### src/rtl/core/llw_pkg.sv
// Package for the link liveness watchdog: sizes, reset values and the
// broadcast command and mask-chain types shared by the cells and the top level.
// No dependencies.
`timescale 1ns / 1ps
`default_nettype none

package llw_pkg;

    localparam int NUM_LINKS    = 36;
    localparam int COUNTER_BITS = 16;

    // fixed field widths
    localparam int OP_W     = 1;
    localparam int LINK_W   = 6;
    localparam int MASK_W   = 36;
    localparam int RELOAD_W = 16;
    localparam int ADDR_W   = 3;
    localparam int DATA_W   = 32;

    localparam logic [RELOAD_W-1:0] RELOAD_RST = 16'd50;

    // countdown reset is the reset reload trimmed to the counter
    localparam logic [COUNTER_BITS-1:0] CNT_RST =
        COUNTER_BITS'(50 % (64'd1 << COUNTER_BITS));

    localparam logic [OP_W-1:0] OP_MSG  = 1'b0;
    localparam logic [OP_W-1:0] OP_TICK = 1'b1;

    localparam logic [0:0] REG_TIMEOUT_RELOAD = 1'b0;

    typedef struct packed {
        logic                    msg;
        logic                    tick;
        logic [COUNTER_BITS-1:0] reload;
    } t_cell_cmd;

    // masks shift one place per cell: link k ends up at bit NUM_LINKS-1-k
    typedef struct packed {
        logic [NUM_LINKS-1:0] avail;
        logic [NUM_LINKS-1:0] valid;
    } t_chain;

endpackage

`default_nettype wire

### src/rtl/core/link_liveness_watchdog.sv
// Top level of the link liveness watchdog: command port, APB register,
// row of per-link cells and the registered result. Depends on llw_pkg, llw_cell.
`timescale 1ns / 1ps
`default_nettype none

// Link liveness watchdog. Each link has a cell holding a valid flag, a
// keepalive countdown and a refreshed mark. A message beat (operation 0)
// marks its link valid and reloads the countdown from timeout_reload; it
// gives no result. A tick beat (operation 1) updates every cell in the same
// cycle and gives one result on o_available_mask / o_valid_mask, strobed
// by o_result_valid for one cycle, the cycle after the tick is accepted.
// Cells never stall, so busy is tied low and a
// new beat is taken every cycle; results cannot be stalled and need no
// hold-off. A link that expires on a tick reads unavailable only from the
// next tick on. Messages for link indexes at or above the link count are
// dropped. timeout_reload sits at byte address 0 of the APB port; program
// it only while no tick result is pending.
module link_liveness_watchdog (
    input  wire                          i_clk,
    input  wire                          i_rst_n,
    // command channel
    input  wire                          start,
    output logic                         busy,
    input  wire  [llw_pkg::OP_W-1:0]     i_operation,
    input  wire  [llw_pkg::LINK_W-1:0]   i_link_index,
    // result channel
    output logic                         o_result_valid,
    output logic [llw_pkg::MASK_W-1:0]   o_available_mask,
    output logic [llw_pkg::MASK_W-1:0]   o_valid_mask,
    // APB register port
    input  wire                          psel,
    input  wire                          penable,
    input  wire                          pwrite,
    input  wire  [llw_pkg::ADDR_W-1:0]   paddr,
    input  wire  [llw_pkg::DATA_W-1:0]   pwdata,
    output logic [llw_pkg::DATA_W-1:0]   prdata,
    output logic                         pready
);
    import llw_pkg::*;

    // ---------------- register port ----------------
    logic [RELOAD_W-1:0] r_reload;
    logic                w_wr;

    assign pready = 1'b1;
    assign w_wr   = psel && penable && pwrite && pready;

    always_ff @(posedge i_clk) begin
        if (!i_rst_n) begin
            r_reload <= RELOAD_RST;
        end else if (w_wr && paddr[2] == REG_TIMEOUT_RELOAD) begin
            r_reload <= pwdata[RELOAD_W-1:0];
        end
    end

    always_comb begin
        prdata = '0;
        if (paddr[2] == REG_TIMEOUT_RELOAD) begin
            prdata = DATA_W'(r_reload);
        end
    end

    // ---------------- command broadcast ----------------
    logic      w_accept;
    t_cell_cmd w_cmd;

    assign busy     = 1'b0;
    assign w_accept = start && !busy;

    always_comb begin
        w_cmd.msg  = w_accept && (i_operation == OP_MSG);
        w_cmd.tick = w_accept && (i_operation == OP_TICK);
        // reload is zero-extended or trimmed to the counter width
        if (COUNTER_BITS >= RELOAD_W) begin
            w_cmd.reload = COUNTER_BITS'(r_reload);
        end else begin
            w_cmd.reload = r_reload[COUNTER_BITS-1:0];
        end
    end

    // ---------------- cell row ----------------
    // w_chain[k] feeds cell k; w_chain[NUM_LINKS] is the full mask pair
    t_chain w_chain [NUM_LINKS+1];

    assign w_chain[0] = '0;

    genvar k;
    generate
        for (k = 0; k < NUM_LINKS; k++) begin : g_cell
            llw_cell u_cell (
                .i_clk   (i_clk),
                .i_rst_n (i_rst_n),
                .i_cmd   (w_cmd),
                .i_hit   (i_link_index == LINK_W'(k)),
                .i_chain (w_chain[k]),
                .o_chain (w_chain[k+1])
            );
        end
    endgenerate

    // ---------------- result mapping ----------------
    // undo the chain order; links past the output width are not reported,
    // output bits past the link count read available and not valid
    logic [MASK_W-1:0] w_avail;
    logic [MASK_W-1:0] w_valid;

    genvar j;
    generate
        for (j = 0; j < MASK_W; j++) begin : g_bit
            if (j < NUM_LINKS) begin : g_link
                assign w_avail[j] = w_chain[NUM_LINKS].avail[NUM_LINKS-1-j];
                assign w_valid[j] = w_chain[NUM_LINKS].valid[NUM_LINKS-1-j];
            end else begin : g_pad
                assign w_avail[j] = 1'b1;
                assign w_valid[j] = 1'b0;
            end
        end
    endgenerate

    always_ff @(posedge i_clk) begin
        if (!i_rst_n) begin
            o_result_valid <= 1'b0;
        end else begin
            o_result_valid <= w_cmd.tick;
        end
    end

    always_ff @(posedge i_clk) begin
        if (w_cmd.tick) begin
            o_available_mask <= w_avail;
            o_valid_mask     <= w_valid;
        end
    end

endmodule

`default_nettype wire

### src/rtl/core/llw_cell.sv
// One link's liveness record: valid flag, countdown and refreshed mark.
// Takes the broadcast command, appends its bits to the mask chain.
// Depends on llw_pkg.
`timescale 1ns / 1ps
`default_nettype none

module llw_cell (
    input  wire                i_clk,
    input  wire                i_rst_n,
    input  llw_pkg::t_cell_cmd i_cmd,
    input  wire                i_hit,
    input  llw_pkg::t_chain    i_chain,
    output llw_pkg::t_chain    o_chain
);
    import llw_pkg::*;

    logic                    r_valid, n_valid;
    logic [COUNTER_BITS-1:0] r_cnt, n_cnt;
    logic                    r_ref, n_ref;

    always_comb begin
        n_valid = r_valid;
        n_cnt   = r_cnt;
        n_ref   = r_ref;
        if (i_cmd.msg && i_hit) begin
            n_valid = 1'b1;
            n_cnt   = i_cmd.reload;
            n_ref   = 1'b1;
        end else if (i_cmd.tick) begin
            n_ref = 1'b0;
            if (!r_ref && r_valid) begin
                if (r_cnt == '0) begin
                    n_valid = 1'b0;
                end else begin
                    n_cnt = r_cnt - COUNTER_BITS'(1);
                end
            end
        end
    end

    always_ff @(posedge i_clk) begin
        if (!i_rst_n) begin
            r_valid <= 1'b1;
            r_cnt   <= CNT_RST;
            r_ref   <= 1'b0;
        end else begin
            r_valid <= n_valid;
            r_cnt   <= n_cnt;
            r_ref   <= n_ref;
        end
    end

    // available = refreshed or still valid before this tick's expiry
    always_comb begin
        o_chain.avail = (i_chain.avail << 1) | NUM_LINKS'(r_ref | r_valid);
        o_chain.valid = (i_chain.valid << 1) | NUM_LINKS'(n_valid);
    end

endmodule

`default_nettype wire

### config.mk
export PLATFORM = sky130hd
export DESIGN_NAME = link_liveness_watchdog
export DESIGN_NICKNAME = d
export VERILOG_FILES = /design/src/rtl/core/llw_pkg.sv /design/src/rtl/core/link_liveness_watchdog.sv /design/src/rtl/core/llw_cell.sv
export SDC_FILE = /design/constraint.sdc
export NUM_CORES = 2
export LEC_CHECK = 0
export BUFFER_PORTS_ARGS = -buffer_cell sky130_fd_sc_hd__buf_2
export CAP_MARGIN = 5
export CORE_ASPECT_RATIO = 1.25
export CORE_MARGIN = 4
export CORE_UTILIZATION = 55
export CTS_CLUSTER_DIAMETER = 40
export CTS_CLUSTER_SIZE = 25
export DETAILED_ROUTE_END_ITERATION = 10
export GPL_ROUTABILITY_DRIVEN = 0
export PLACE_DENSITY_LB_ADDON = 0.15
export SLEW_MARGIN = 40
export SYNTH_ARGS = -nofsm -noshare
export SYNTH_HDL_FRONTEND = slang
export SYNTH_SLANG_ARGS = --single-unit
### constraint.sdc
create_clock -name i_clk -period 7.5 [get_ports i_clk]
set_input_delay 0.75 -clock i_clk [delete_from_list [all_inputs] [get_ports i_clk]]
set_output_delay 0.75 -clock i_clk [all_outputs]
set_load 0.02 [all_outputs]
Word level (Yosys, flattened, before mapping)
Cells that the tools add are included.
{"block": "classes", "n_addsub": 36, "n_mul": 0, "div_mod_pow": 0, "order_cmp": 0, "n_eq_ne": 71, "shift": 0, "mux": 326, "bitwise": 108, "n_reduce_logical": 258}
{"cell": "$mux 16", "count": 145}
{"cell": "$logic_not 16->1", "count": 36}
{"cell": "$sub 16x1->16 const B", "count": 36}
{"cell": "$mux 1", "count": 181}
{"cell": "$reduce_bool 2->1", "count": 72}
{"cell": "$reduce_and 3->1", "count": 36}
{"cell": "$eq 6x5->1 const B", "count": 16}
{"cell": "$logic_and 1x1->1", "count": 77}
{"cell": "$ne 2x1->1 const B", "count": 36}
{"cell": "$or 34x1->34", "count": 2}
{"cell": "$or 33x1->33", "count": 2}
{"cell": "$or 32x1->32", "count": 2}
{"cell": "$or 31x1->31", "count": 2}
{"cell": "$or 30x1->30", "count": 2}
{"cell": "$or 29x1->29", "count": 2}
{"cell": "$or 28x1->28", "count": 2}
{"cell": "$or 27x1->27", "count": 2}
{"cell": "$or 26x1->26", "count": 2}
{"cell": "$or 25x1->25", "count": 2}
{"cell": "$eq 6x4->1 const B", "count": 8}
{"cell": "$or 24x1->24", "count": 2}
{"cell": "$or 23x1->23", "count": 2}
{"cell": "$or 22x1->22", "count": 2}
{"cell": "$or 21x1->21", "count": 2}
{"cell": "31 further kinds", "count": 128}
{"block": "totals", "ff_bits": 737, "latchBits": 0, "mem_bits_rw": 0, "mem_bits_ro": 0, "inputBits": 48, "out_inout_bits": 107, "word_cells": 911, "memories": 0}

Logic depth before layout (Yosys ltp)
{"block": "logic_depth", "ltp_word": 40, "mapped_depth": 9, "depth_no_buf": 7}

Cells and area by module
From an unflattened synthesis, not the netlist that was laid out.
{"block": "hier_totals", "hier_cells": 7759, "hier_area_um2": 62955.4}
{"mod": "llw_cell", "n_inst": 36, "cells_each": 209, "area_per_inst_um2": 1654.1, "seq_area_each_um2": 360.3}
{"mod": "link_liveness_watchdog", "n_inst": 1, "cells_each": 235, "area_per_inst_um2": 3408.3, "seq_area_each_um2": 2502.4}

Worst setup path after synthesis
Ideal clock, no wire load.
{"block": "synth_path", "path_type": "input-to-reg", "start": "input port start", "end": "register g_cell[12].u_cell.r_cnt[11]", "setup_time_ps": 130, "arrival_time_ps": 3274, "required_time_ps": 7370, "setup_slack_ps": 4096, "cell_stages": 9, "path_buffers": 3, "cell_sequence": "buf_2 nand2_2 clkinv_1 buf_2 nand3b_1 a21oi_1 buf_2 mux2i_1 o22ai_1"}
{"item": "from (decl)", "line_no": "link_liveness_watchdog.sv:22", "rtl": "input wire start,"}
{"item": "to (signal assigned)", "line_no": "llw_cell.sv:48", "rtl": "r_cnt <= n_cnt;"}
{"item": "to (decl)", "line_no": "llw_cell.sv:18", "rtl": "logic [COUNTER_BITS-1:0] r_cnt, n_cnt;"}

Final worst setup path
{"block": "layout_path", "start": "input port start", "end": "register g_cell[28].u_cell.r_cnt[11]"}
{"block": "layout_between", "elab_chain_len": 4, "word_cells_on_any_way": 8, "cone_classes": "eq/ne (1); mux (1); reduce/logical (6)"}
{"item": "$logic_and 1x1->1", "line_no": "link_liveness_watchdog.sv:71", "rtl": "w_cmd.msg = w_accept && (i_operation == OP_MSG);"}
{"item": "$logic_and 1x1->1", "line_no": "llw_cell.sv:25", "rtl": "if (i_cmd.msg && i_hit) begin"}
{"item": "$ne 2x1->1 (no line) or $reduce_bool 2->1 (tied branches)"}
{"item": "$reduce_and 3->1 (no line)"}
{"item": "to (signal assigned)", "line_no": "llw_cell.sv:48"}
{"item": "to (decl)", "line_no": "llw_cell.sv:18"}
Several ways; a longest one is shown, not always the timed one.
A chain may end at the register's enable or synchronous reset.

==> results.py <==
metrics = {
    "synthesis": {
        "synth_largest_type_area_fraction": 0.3301,
        "synth-seq-area-share": 0.3837,
        "ys_async_sr_fraction": 0,
        "yosys.area.top_type": "sky130_fd_sc_hd__dfxtp_1",
        "flip_flop_and_latch_count_after_synthesis": 737,
        "ys_top_cells_by_area": "sky130_fd_sc_hd__dfxtp_1, sky130_fd_sc_hd__nand2_1, sky130_fd_sc_hd__edfxtp_1",
        "yosys_warning_count": 0,
        "synthesis.area_um2": 40330,
        "dominant_cell_by_count_in_the_synthesized_netlist": "sky130_fd_sc_hd__dfxtp_1",
        "synth_cell_types": 101,
        "synth_enable_flop_cells": 72,
        "netlist_instances": 4930,
        "leading_post_synthesis_cells_by_instance_count": "sky130_fd_sc_hd__dfxtp_1, sky130_fd_sc_hd__nand2_1, sky130_fd_sc_hd__a21oi_1",
        "synth-main-ff-cell": "sky130_fd_sc_hd__dfxtp_1",
        "syn_area_per_cell_um2": 8.181,
    },
    "routing": {
        "drt-total-wl_um": 131200,
        "vias_per_cell": 6.820,
        "route.antenna.remaining_nets": 0,
        "drtPass1Iterations": 9,
        "post_drt_wl_per_cell_um": 22.07,
        "dr_total_vias": 40550,
        "initialDrtViolationCount": 4275,
        "drc": 0,
    },
    "clocking": {
        "cts_num_sinks": 737,
        "post_cts.resized_instances": 0,
        "cts_max_level": 3,
        "clockRootBuffer": "sky130_fd_sc_hd__clkbuf_16",
        "insertion_delay_of_the_later_clocked_pin_in_the_worst_skew_pair_ns": 0.69,
        "clk_transition_reported_paths_ns": 0.06,
        "cts_buffers": 112,
        "tritoncts_clock_tree": "yes",
        "cts_hold_buffers": 0,
        "post_cts_buffers": 0,
        "clock_path_buffers": 3,
    },
    "power": {
        "internal_power_mw": 7.565,
        "power.clock.fraction": 0.535,
        "leakage_nw": 14.84,
        "power.combinational.fraction": 0.063,
        "vdd_drop_max_mv": 0.2074,
        "design_power_total_mw": 10.20,
        "netSwitchingPower_mw": 2.633,
        "seq_power_share": 0.402,
        "power.share.switching": 0.2582,
        "power.density_cell_area_nw_per_um2": 223.9,
    },
    "place": {
        "dp_hpwl_um": 76070,
        "portBuffers": 118,
    },
    "hold_path": {
        "hp-class": "in2reg",
    },
    "sta": {
        "fmax_mhz": 238.6,
        "final.setup_skew_ns": 0.03808,
        "timing.final.setup_violations": 0,
        "worstMarginPinSlew_ns": 0.9546,
        "min_period_over_period": 0.5588,
        "final.min_clock_period_ns": 4.191,
        "maxSlewViolCount": 0,
        "totalNegativeSetupSlack_ns": 0,
        "max_slew_margin": 0.3636,
        "finalHoldViolations": 0,
        "rsz0062_at_grt": "no",
    },
    "setup_path": {
        "cp.arrival_ns": 4.77,
        "cpMostUsedCell": "sky130_fd_sc_hd__buf_4",
        "criticalPathCategory": "in2reg",
        "path_cells": "buf_2 > buf_4 > nand2_4 > inv_4 > buf_4 > nand3b_1 > a2111o_1 > or4_1 > a31oi_1",
        "timing.reg2reg.setup_slack_ns": 4.68,
        "worst_path_max_delay_cell": "sky130_fd_sc_hd__inv_4",
        "setup.worst_path.end_class": "flop",
        "required_ns": 8.08,
        "worst-path-max-fanout": 38,
        "worst_path_largest_cell_delay_ns": 0.72,
        "worst_setup_path_start_kind": "primary input",
    },
    "floorplan": {
        "core-area_um2": 72390,
        "num_io_pins": 155,
        "fp.dieArea_um2": 77750,
        "die_span_in_y_um": 310.8,
        "fp.dieW_um": 250.2,
        "rows": 110,
        "start_util": 0.5571,
    },
    "grt": {
        "antenna_found_initial": 8,
        "wire_length_of_the_first_global_routing_pass_um": 205400,
        "grt_pass1_vias": 37440,
        "maximum_number_of_pins_on_one_net_before_global_route_repair": 190,
        "residual_overflow_from_global_routing": 0,
        "groute.usage.overall": 0.3183,
    },
    "job": {
        "max_cap_viol_count": 0,
    },
    "layout": {
        "multiInputGateArea_um2": 23220,
        "drive_gt1_frac": 0.1243,
        "ff_latch_area_um2": 15500,
        "synthToLayoutAreaGrowth_pct": 12.91,
        "fillerInstances": 6389,
        "post-route-util": 0.6291,
        "num-nets-final": 4974,
    },
    "run_status": {
        "outcome": "finished clean",
    },
}
[state kept, by name (all words and copies together) (netlist names)]
| name | cells |
|---|---|
| g_cell.u_cell.r_valid | 36 |
| o_result_valid | 1 |
| o_valid_mask | 36 |
| g_cell.u_cell.r_ref | 36 |
| r_reload | 16 |
| o_available_mask | 36 |
| g_cell.u_cell.r_cnt | 576 |
[worst paths after layout]
check | from | cells after the start | endpoint
min reg2reg | g_cell[12].u_cell.r_cnt[6] | 2 | g_cell[12].u_cell.r_cnt[6]
max reg2reg | g_cell[17].u_cell.r_cnt[4] | 6 | g_cell[17].u_cell.r_cnt[5]
max | start | 9 | g_cell[28].u_cell.r_cnt[11]
min | pwdata[1] | 3 | r_reload[1]
[layer usage]
metal  vias up  wire length (um)  track usage
li1      18990                 -            -
met1     19520             54100       0.4202
met2      1707             59630       0.5218
met3       342             12410      0.05635
met4         0              5091       0.1220
met5         -                 0            0
[metrics by stage]
step	area, um^2	setup slack, ns	hold WS [ns]	std cells
global route	45520	3.204	0.3008	5940
detailed placement	41430	2.792	0.4457	5727
finish	45540	3.309	0.2816	5946
floorplan	40390	4.096	0.4291	4946
global placement	41290	2.796	0.4427	5724
CTS	45370	3.471	0.2588	5938
[cells by family after synthesis]
family / Yosys count / synth area share
AOI/OAI and AO/OA: 1563 / 0.2720
xor gates and xnor gates: 40 / 0.008687
adders and majority gates: 36 / 0.01117
buffers and inverters: 480 / 0.04852
DFF: 737 / 0.3837
muxes: 37 / 0.009803
other: 2 / 0.0001862
and+or+nand+nor: 2035 / 0.2660
[power groups by stage]
stage	Combinational [mW]	Clock [mW]	Sequential, mW
2_1_floorplan	0.439	0	4.16
3_3_place_gp	0.607	0	4.18
3_5_place_dp	0.621	0	4.18
5_1_grt	0.695	5.68	4.11
6_report	0.643	5.45	4.10
4_1_cts	0.624	5.50	4.10
[layout make-up]
class                      instances  share of cell area
timing repair buffer             189             0.02649
inverter                         121             0.01030
multi-input combinational       3729              0.5098
clock inverter                    77             0.01992
tap                              952             0.02616
clock buffer                     134             0.06652
antenna                            7           0.0003846
sequential                       737              0.3404
[cell usage in the layout (no fill, tap or decap), types with 73 or more instances in the layout]
cell type and instances:
sky130_fd_sc_hd__dfxtp_1 650, sky130_fd_sc_hd__nand2_1 589, sky130_fd_sc_hd__a21oi_1 377, sky130_fd_sc_hd__nand3_1 233
sky130_fd_sc_hd__nor2_1 231, sky130_fd_sc_hd__nor3_1 175, sky130_fd_sc_hd__a31oi_1 132, sky130_fd_sc_hd__or3_1 124
sky130_fd_sc_hd__o211ai_1 119, sky130_fd_sc_hd__o21ai_0 118, sky130_fd_sc_hd__inv_1 117, sky130_fd_sc_hd__buf_2 117
sky130_fd_sc_hd__clkbuf_16 115, sky130_fd_sc_hd__nor4_1 105, sky130_fd_sc_hd__o311ai_0 97, sky130_fd_sc_hd__nand4_1 76
sky130_fd_sc_hd__or4_1 73
[worst max-delay path, delay by kind of cell]
kind | cells | cell delay (ns)
AOI/OAI and AO/OA | 2 | 0.66
and+or+nand+nor | 3 | 1.20
buffers and inverters | 4 | 2.11
Power figures use the tool's default switching activity.
